[src/rtl/core/sdp_pkg.sv]
package sdp_pkg;

  // Character codes
  localparam logic [7:0] CHAR_MINUS = 8'h2D;
  localparam logic [7:0] CHAR_ZERO  = 8'h30;
  localparam logic [7:0] CHAR_NINE  = 8'h39;

  // Magnitude bounds: 2^63-1 for positive, 2^63 for negative values
  localparam logic [63:0] POS_LIMIT = 64'h7FFF_FFFF_FFFF_FFFF;
  localparam logic [63:0] NEG_LIMIT = 64'h8000_0000_0000_0000;

  // Result status codes; ST_OK also means "no error yet" in the sticky error register
  typedef enum logic [2:0] {
    ST_OK        = 3'd0,
    ST_EMPTY     = 3'd1,
    ST_SIGN_ONLY = 3'd2,
    ST_BAD_ZERO  = 3'd3,
    ST_NON_DIGIT = 3'd4,
    ST_OVERFLOW  = 3'd5
  } status_t;

  // One input beat
  typedef struct packed {
    logic [7:0] char_byte;
    logic       has_byte;
    logic       is_last;
  } in_beat_t;

  // One result beat
  typedef struct packed {
    logic signed [63:0] parsed_value;
    status_t            parse_status;
  } result_t;

endpackage

[src/rtl/core/sdp_in_stage.sv]
module sdp_in_stage (
  input  logic             clk,
  input  logic             rst,
  input  logic             in_valid,
  input  sdp_pkg::in_beat_t in_beat,
  output logic             in_ready,
  input  logic             take,
  output logic             beat_valid,
  output sdp_pkg::in_beat_t beat
);
  import sdp_pkg::*;

  // Room for a new beat when empty or when the held beat moves on this cycle
  assign in_ready = ~beat_valid | take;

  // Input register
  always_ff @(posedge clk) begin
    if (rst) begin
      beat_valid <= 1'b0;
    end else if (in_ready) begin
      beat_valid <= in_valid;
    end
  end

  always_ff @(posedge clk) begin
    if (in_ready && in_valid) begin
      beat <= in_beat;
    end
  end

endmodule

[src/rtl/core/sdp_accum.sv]
module sdp_accum (
  input  logic              clk,
  input  logic              rst,
  input  logic              take,
  input  sdp_pkg::in_beat_t beat,
  output logic              res_valid,
  output sdp_pkg::result_t  res
);
  import sdp_pkg::*;

  logic        at_start, at_start_next;
  logic        is_negative, is_negative_next;
  logic        digit_seen, digit_seen_next;
  logic        leading_zero, leading_zero_next;
  logic [63:0] magnitude, magnitude_next;
  status_t     error_code, error_code_next;

  logic [7:0]  digit_diff;
  logic [3:0]  digit;
  logic        is_digit;
  logic        is_zero;
  logic [67:0] mag_wide;
  logic [67:0] product;
  logic [63:0] limit;
  logic        fits;

  // Digit decode
  assign digit_diff = beat.char_byte - CHAR_ZERO;
  assign digit      = digit_diff[3:0];
  assign is_digit   = (beat.char_byte >= CHAR_ZERO) && (beat.char_byte <= CHAR_NINE);
  assign is_zero    = (beat.char_byte == CHAR_ZERO);

  // magnitude * 10 + digit as 8m + 2m + d, checked against the signed bound
  assign mag_wide = {4'd0, magnitude};
  assign product  = (mag_wide << 3) + (mag_wide << 1) + {64'd0, digit};
  assign limit    = is_negative ? NEG_LIMIT : POS_LIMIT;
  assign fits     = (product <= {4'd0, limit});

  // Next state for one byte
  always_comb begin
    at_start_next     = at_start;
    is_negative_next  = is_negative;
    digit_seen_next   = digit_seen;
    leading_zero_next = leading_zero;
    magnitude_next    = magnitude;
    error_code_next   = error_code;
    if (beat.has_byte && (error_code == ST_OK)) begin
      at_start_next = 1'b0;
      if (at_start && (beat.char_byte == CHAR_MINUS)) begin
        is_negative_next = 1'b1;
      end else if (leading_zero) begin
        error_code_next = ST_BAD_ZERO;
      end else if (!digit_seen && is_zero && is_negative) begin
        // "-0" is never canonical
        error_code_next = ST_BAD_ZERO;
      end else begin
        if (!digit_seen && is_zero) begin
          leading_zero_next = 1'b1;
        end
        if (!is_digit) begin
          error_code_next = ST_NON_DIGIT;
        end else if (!fits) begin
          error_code_next = ST_OVERFLOW;
        end else begin
          magnitude_next  = product[63:0];
          digit_seen_next = 1'b1;
        end
      end
    end
  end

  // Result from the updated state
  assign res_valid = take & beat.is_last;

  always_comb begin
    res.parsed_value = 64'sd0;
    if (error_code_next != ST_OK) begin
      res.parse_status = error_code_next;
    end else if (at_start_next) begin
      res.parse_status = ST_EMPTY;
    end else if (!digit_seen_next) begin
      res.parse_status = ST_SIGN_ONLY;
    end else begin
      res.parse_status = ST_OK;
      res.parsed_value = is_negative_next ? $signed(64'd0 - magnitude_next)
                                          : $signed(magnitude_next);
    end
  end

  // Parse state; cleared at reset and after every last beat
  always_ff @(posedge clk) begin
    if (rst || (take && beat.is_last)) begin
      at_start     <= 1'b1;
      is_negative  <= 1'b0;
      digit_seen   <= 1'b0;
      leading_zero <= 1'b0;
      magnitude    <= 64'd0;
      error_code   <= ST_OK;
    end else if (take) begin
      at_start     <= at_start_next;
      is_negative  <= is_negative_next;
      digit_seen   <= digit_seen_next;
      leading_zero <= leading_zero_next;
      magnitude    <= magnitude_next;
      error_code   <= error_code_next;
    end
  end

endmodule

[src/rtl/core/sdp_out_stage.sv]
module sdp_out_stage (
  input  logic             clk,
  input  logic             rst,
  input  logic             load,
  input  sdp_pkg::result_t res,
  output logic             out_free,
  output logic             out_valid,
  input  logic             out_ready,
  output sdp_pkg::result_t out_res
);
  import sdp_pkg::*;

  // Slot can take a result when empty or when the held beat leaves now
  assign out_free = ~out_valid | out_ready;

  // Result register
  always_ff @(posedge clk) begin
    if (rst) begin
      out_valid <= 1'b0;
    end else if (load) begin
      out_valid <= 1'b1;
    end else if (out_ready) begin
      out_valid <= 1'b0;
    end
  end

  always_ff @(posedge clk) begin
    if (load) begin
      out_res <= res;
    end
  end

endmodule

[src/rtl/core/strict_decimal_to_i64_parser.sv]
// Strict decimal string to signed 64-bit integer parser.
//
// Input stream (s_axis): one beat per string byte. tdata[7:0] is the byte,
// tuser[0] says the byte is present (0 for a bare end marker), tlast ends
// the string. An optional leading '-' is allowed; digits must be canonical.
// Output stream (m_axis): one beat per string, after its tlast beat.
// tdata is the signed value (zero unless ok), tuser[2:0] the status:
// ok, empty, sign only, non-canonical zero, non-digit byte, overflow.
//
// Throughput: one beat per cycle, except that a last beat waits while the
// result slot is busy. The limit is the combinational multiply-by-ten, add
// and bound compare on the magnitude register. A tlast beat passes the
// input register, then the result register, before m_axis_tvalid rises.
// When the receiver stalls, the held result stays put and non-last bytes
// are still taken; a last beat waits in the input register, holding tready
// low, until the result slot frees. Reset clears both registers and the
// parse state; tready is low while rst is high.
module strict_decimal_to_i64_parser (
  input  logic        clk,
  input  logic        rst,
  input  logic        s_axis_tvalid,
  output logic        s_axis_tready,
  input  logic [7:0]  s_axis_tdata,   // [7:0] char_byte
  input  logic        s_axis_tuser,   // [0] has_byte
  input  logic        s_axis_tlast,
  output logic        m_axis_tvalid,
  input  logic        m_axis_tready,
  output logic [63:0] m_axis_tdata,   // [63:0] parsed_value
  output logic [2:0]  m_axis_tuser    // [2:0] parse_status
);
  import sdp_pkg::*;

  in_beat_t in_beat;
  in_beat_t beat;
  logic     in_ready;
  logic     beat_valid;
  logic     take;
  logic     res_valid;
  result_t  res;
  result_t  out_res;
  logic     out_free;

  assign in_beat.char_byte = s_axis_tdata;
  assign in_beat.has_byte  = s_axis_tuser;
  assign in_beat.is_last   = s_axis_tlast;
  assign s_axis_tready     = ~rst & in_ready;

  // A held beat moves on unless it ends a string and the result slot is busy
  assign take = beat_valid & (~beat.is_last | out_free);

  sdp_in_stage u_in (
    .clk        (clk),
    .rst        (rst),
    .in_valid   (s_axis_tvalid & ~rst),
    .in_beat    (in_beat),
    .in_ready   (in_ready),
    .take       (take),
    .beat_valid (beat_valid),
    .beat       (beat)
  );

  sdp_accum u_accum (
    .clk       (clk),
    .rst       (rst),
    .take      (take),
    .beat      (beat),
    .res_valid (res_valid),
    .res       (res)
  );

  sdp_out_stage u_out (
    .clk       (clk),
    .rst       (rst),
    .load      (res_valid),
    .res       (res),
    .out_free  (out_free),
    .out_valid (m_axis_tvalid),
    .out_ready (m_axis_tready),
    .out_res   (out_res)
  );

  assign m_axis_tdata = out_res.parsed_value;
  assign m_axis_tuser = out_res.parse_status;

endmodule

[config.mk]
export PLATFORM = sky130hd
export DESIGN_NAME = strict_decimal_to_i64_parser
export DESIGN_NICKNAME = d
export VERILOG_FILES = /design/src/rtl/core/sdp_pkg.sv /design/src/rtl/core/sdp_in_stage.sv /design/src/rtl/core/sdp_accum.sv /design/src/rtl/core/sdp_out_stage.sv /design/src/rtl/core/strict_decimal_to_i64_parser.sv
export SDC_FILE = /design/constraint.sdc
export NUM_CORES = 1
export LEC_CHECK = 0
export ABC_AREA = 0
export BUFFER_PORTS_ARGS = -buffer_cell sky130_fd_sc_hd__buf_2
export CAP_MARGIN = 5
export CORE_ASPECT_RATIO = 0.5
export CORE_MARGIN = 5
export CORE_UTILIZATION = 50
export DETAILED_ROUTE_END_ITERATION = 12
export PLACE_DENSITY = 0.66
export SLEW_MARGIN = 20
export SYNTH_ARGS = -nofsm -noshare
export SYNTH_HDL_FRONTEND = slang
export SYNTH_SLANG_ARGS = --single-unit
[constraint.sdc]
create_clock -name clk -period 22.2 [get_ports clk]
set_input_delay 1.11 -clock clk [delete_from_list [all_inputs] [get_ports clk]]
set_output_delay 1.11 -clock clk [all_outputs]
set_load 0.02 [all_outputs]
==> run summary <==
Status = complete, no violations
Wirelength per Cell = 19.9 um
Final core occ = 54.2%
Largest net degree at the start of global routing = 72
Most common cell after layout, fill and taps aside = nand2_1
Final Power = 0.000695 W
CP endpoint = u_out.out_res[61]
Syn Inst Count = 1854
Die area = 34000 sq um
Clk root buf = clkbuf_16
Core Area = 30100 sq um
Post-CTS setup repair buffer count = 0
Syn_nets = 2062
Period Utilization, post-route = 51.2%
Power Density = 42.7 nW/um^2
Post-synthesis sequential area ratio = 25.0%
Max stage delay on crit path = 680 ps
M3 GR Usage = 4.37%
Clock-pin transition on the worst setup and hold timing paths = 70 ps
Fin cells = 2280
Maximum vdd ir drop = 0.0000533 V
Average size of a mapped cell = 8.15 sq um
Ant diodes = 0
TritonRoute pass-1 iters = 7
P&R area growth vs syn = 7.78%
HP Class = reg2reg
Hold Worst Slack = 497 ps
Ys flop type = edfxtp_1
Critical path peak fanout = 53
All-Layer GR Usage = 25.9%
DP Wirelength = 35300 um
Tightest Pin Transition = 982 ps
FF+latch count, synth = 150
RePlAce Congestion = 0.922
Crit Path Class = reg2reg
Static leakage = 7.16 nW
DP Cell Count = 2248
Yosys warns = 0
Post-cts repair resize count = 0
Number of hold violations in the final report = 0
Netlist cell types = 89
Multi-input logic area = 10800 sq um
CTS tree = done
Filler cells = 2895
CP arrival = 11550 ps
Reg-to-reg slack, setup = 10840 ps
Setup total negative slack = 0 ps
Crit. End Element = register
Routed wire length = 45500 um
Antenna Nets Post-Route = 0
Post-layout min period = 11360 ps
CP required = 22390 ps
Clk_lat worst skew = 430 ps
# hold bufs at CTS = 0
GR peak layer = met2
Bufs on Longest Clock Path = 2
Launching point of the worst reg2reg path = u_in.beat[5]
Die Y = 133 um
Total number of vias = 14300
CTS buffer count = 17
Layout net count = 2076
Layout Skew = 9.40 ps
Die width = 256 um
Worst setup path start = u_in.beat[5]
Layout cell share with drive strength beyond 1 = 9.99%
Max-slew violations = 0
Via density = 6.27
Row cnt = 45
Initial Util = 50.2%
Vias in the first global route = 13400
Startpoint types = register
Antenna violations before repair = 1
Max Freq = 0.0880 GHz
Top Ports = 83
Global-route met1 utilization = 35.4%
R2R cell count = 32
Initial DRC Count = 1389
H-tree levels = 4
Async SR Flop Fraction = 0%
CP bufs+invs = 2
CP Depth = 32
Slowest CP cell = nor4_1
Final setup vio count = 0
PortBufs = 82
GR Overflow Total = 0
Worst hold path depth = 2
Cell Area, Synth = 15100 sq um
DRC errors left = 0
Reg2reg end = u_out.out_res[61]
Clk sinks = 150
Most frequent cells in the layout = nand2_1 (205), nor2_1 (200), ha_1 (192)
Number of synthesized flops with an enable pin = 77
First-pass GRT wire length = 72400 um
CP top delay family = simple AND/OR/NAND/NOR gates
Grt met2 use = 42.7%
Max-cap violations = 0
Sequential cell area = 3770 sq um
Slew HR = 34.5%
RSZ-0062 raised after global routing = no
==> how the worst min path moves through the flow <==
stage / start / to / slack, ps
2_1_floorplan: u_accum.leading_zero / u_accum.leading_zero / 440
3_3_place_gp: u_accum.leading_zero / u_accum.leading_zero / 450
3_5_place_dp: u_accum.leading_zero / u_accum.leading_zero / 490
4_1_cts: u_accum.leading_zero / u_accum.leading_zero / 500
5_1_grt: u_accum.leading_zero / u_accum.leading_zero / 530
6_report: u_accum.leading_zero / u_accum.leading_zero / 500
==> stage by stage <==
stage	area (sq um)	setup slack (ps)
after floorplan	15100	12490
after global placement	15700	11240
after detailed placement	15700	10990
after CTS	16300	10960
after global routing	16300	10140
final	16300	10840
==> cells by family after synthesis <==
| group | after synthesis | share of synthesized area, % |
|---|---|---|
| DFF | 150 | 25.0 |
| AOI/OAI and AO/OA | 487 | 20.8 |
| xor gates and xnor gates | 98 | 5.68 |
| buffers and inverters | 130 | 3.66 |
| and+or+nand+nor | 714 | 23.0 |
| adders and majority gates | 194 | 16.2 |
| muxes | 81 | 5.67 |
==> cells in the mapped netlist, types with 12 or more instances <==
cell      count  area share [%]
nand2_1     206             5.1
nor2_1      201             5.0
ha_1        192              16
a21oi_1     186             6.2
edfxtp_1     77              15
dfxtp_1      73             9.7
o21ai_0      69             2.3
mux2i_1      62             4.1
clkbuf_1     60             1.5
xnor2_1      59             3.4
nor3_1       56             1.9
nand4_1      48             2.0
a211oi_1     42             2.1
xor2_1       39             2.3
nand3_1      33             1.1
buf_2        31             1.0
inv_1        31            0.77
a21o_1       26             1.3
nor4_1       26             1.1
and2_1       23            0.95
o21a_1       22             1.1
or3_1        22            0.91
and3_1       20            0.83
o211ai_1     19            0.94
o41ai_1      15            0.87
mux2_2       13            0.97
or2_2        13            0.54
o21bai_1     12            0.60
==> final cells by class <==
type / instances / share of cell area, %
clock buffer: 21 / 2.97
inverter: 31 / 0.715
timing repair buffer: 94 / 3.07
sequential: 150 / 23.2
tap: 399 / 3.07
multi-input combinational: 1574 / 66.3
clock inverter: 11 / 0.676
==> per-layer routing <==
layer,up-vias,wire (um),share of wire [%]
li1,6958,-,-
met1,6801,20600,45
met2,458,21000,46
met3,82,2750,6.0
met4,2,1060,2.3
met5,-,7,0.015
==> registers in the layout, indices dropped and copies added, names as in the netlist <==
name and cells:
u_accum.at_start 1, u_accum.is_negative 1, u_out.out_valid 1, u_accum.leading_zero 1
u_out.out_res 67, u_in.beat_valid 1, u_accum.digit_seen 1, u_accum.magnitude 64
u_accum.error_code 3, u_in.beat 10
==> worst min-delay path, cell delays in order (launching register included) <==
cell	delay (ps)
dfxtp_1	340
a31oi_1	50
nor2_1	80
==> where the power goes <==
group,total (W),internal (W),switching (W)
Clock,0.000293,0.000169,0.000124
Sequential,0.000302,0.000296,0.00000620
Combinational,0.0000995,0.0000335,0.0000659
Note: power is estimated with default switching activity, not from simulation.
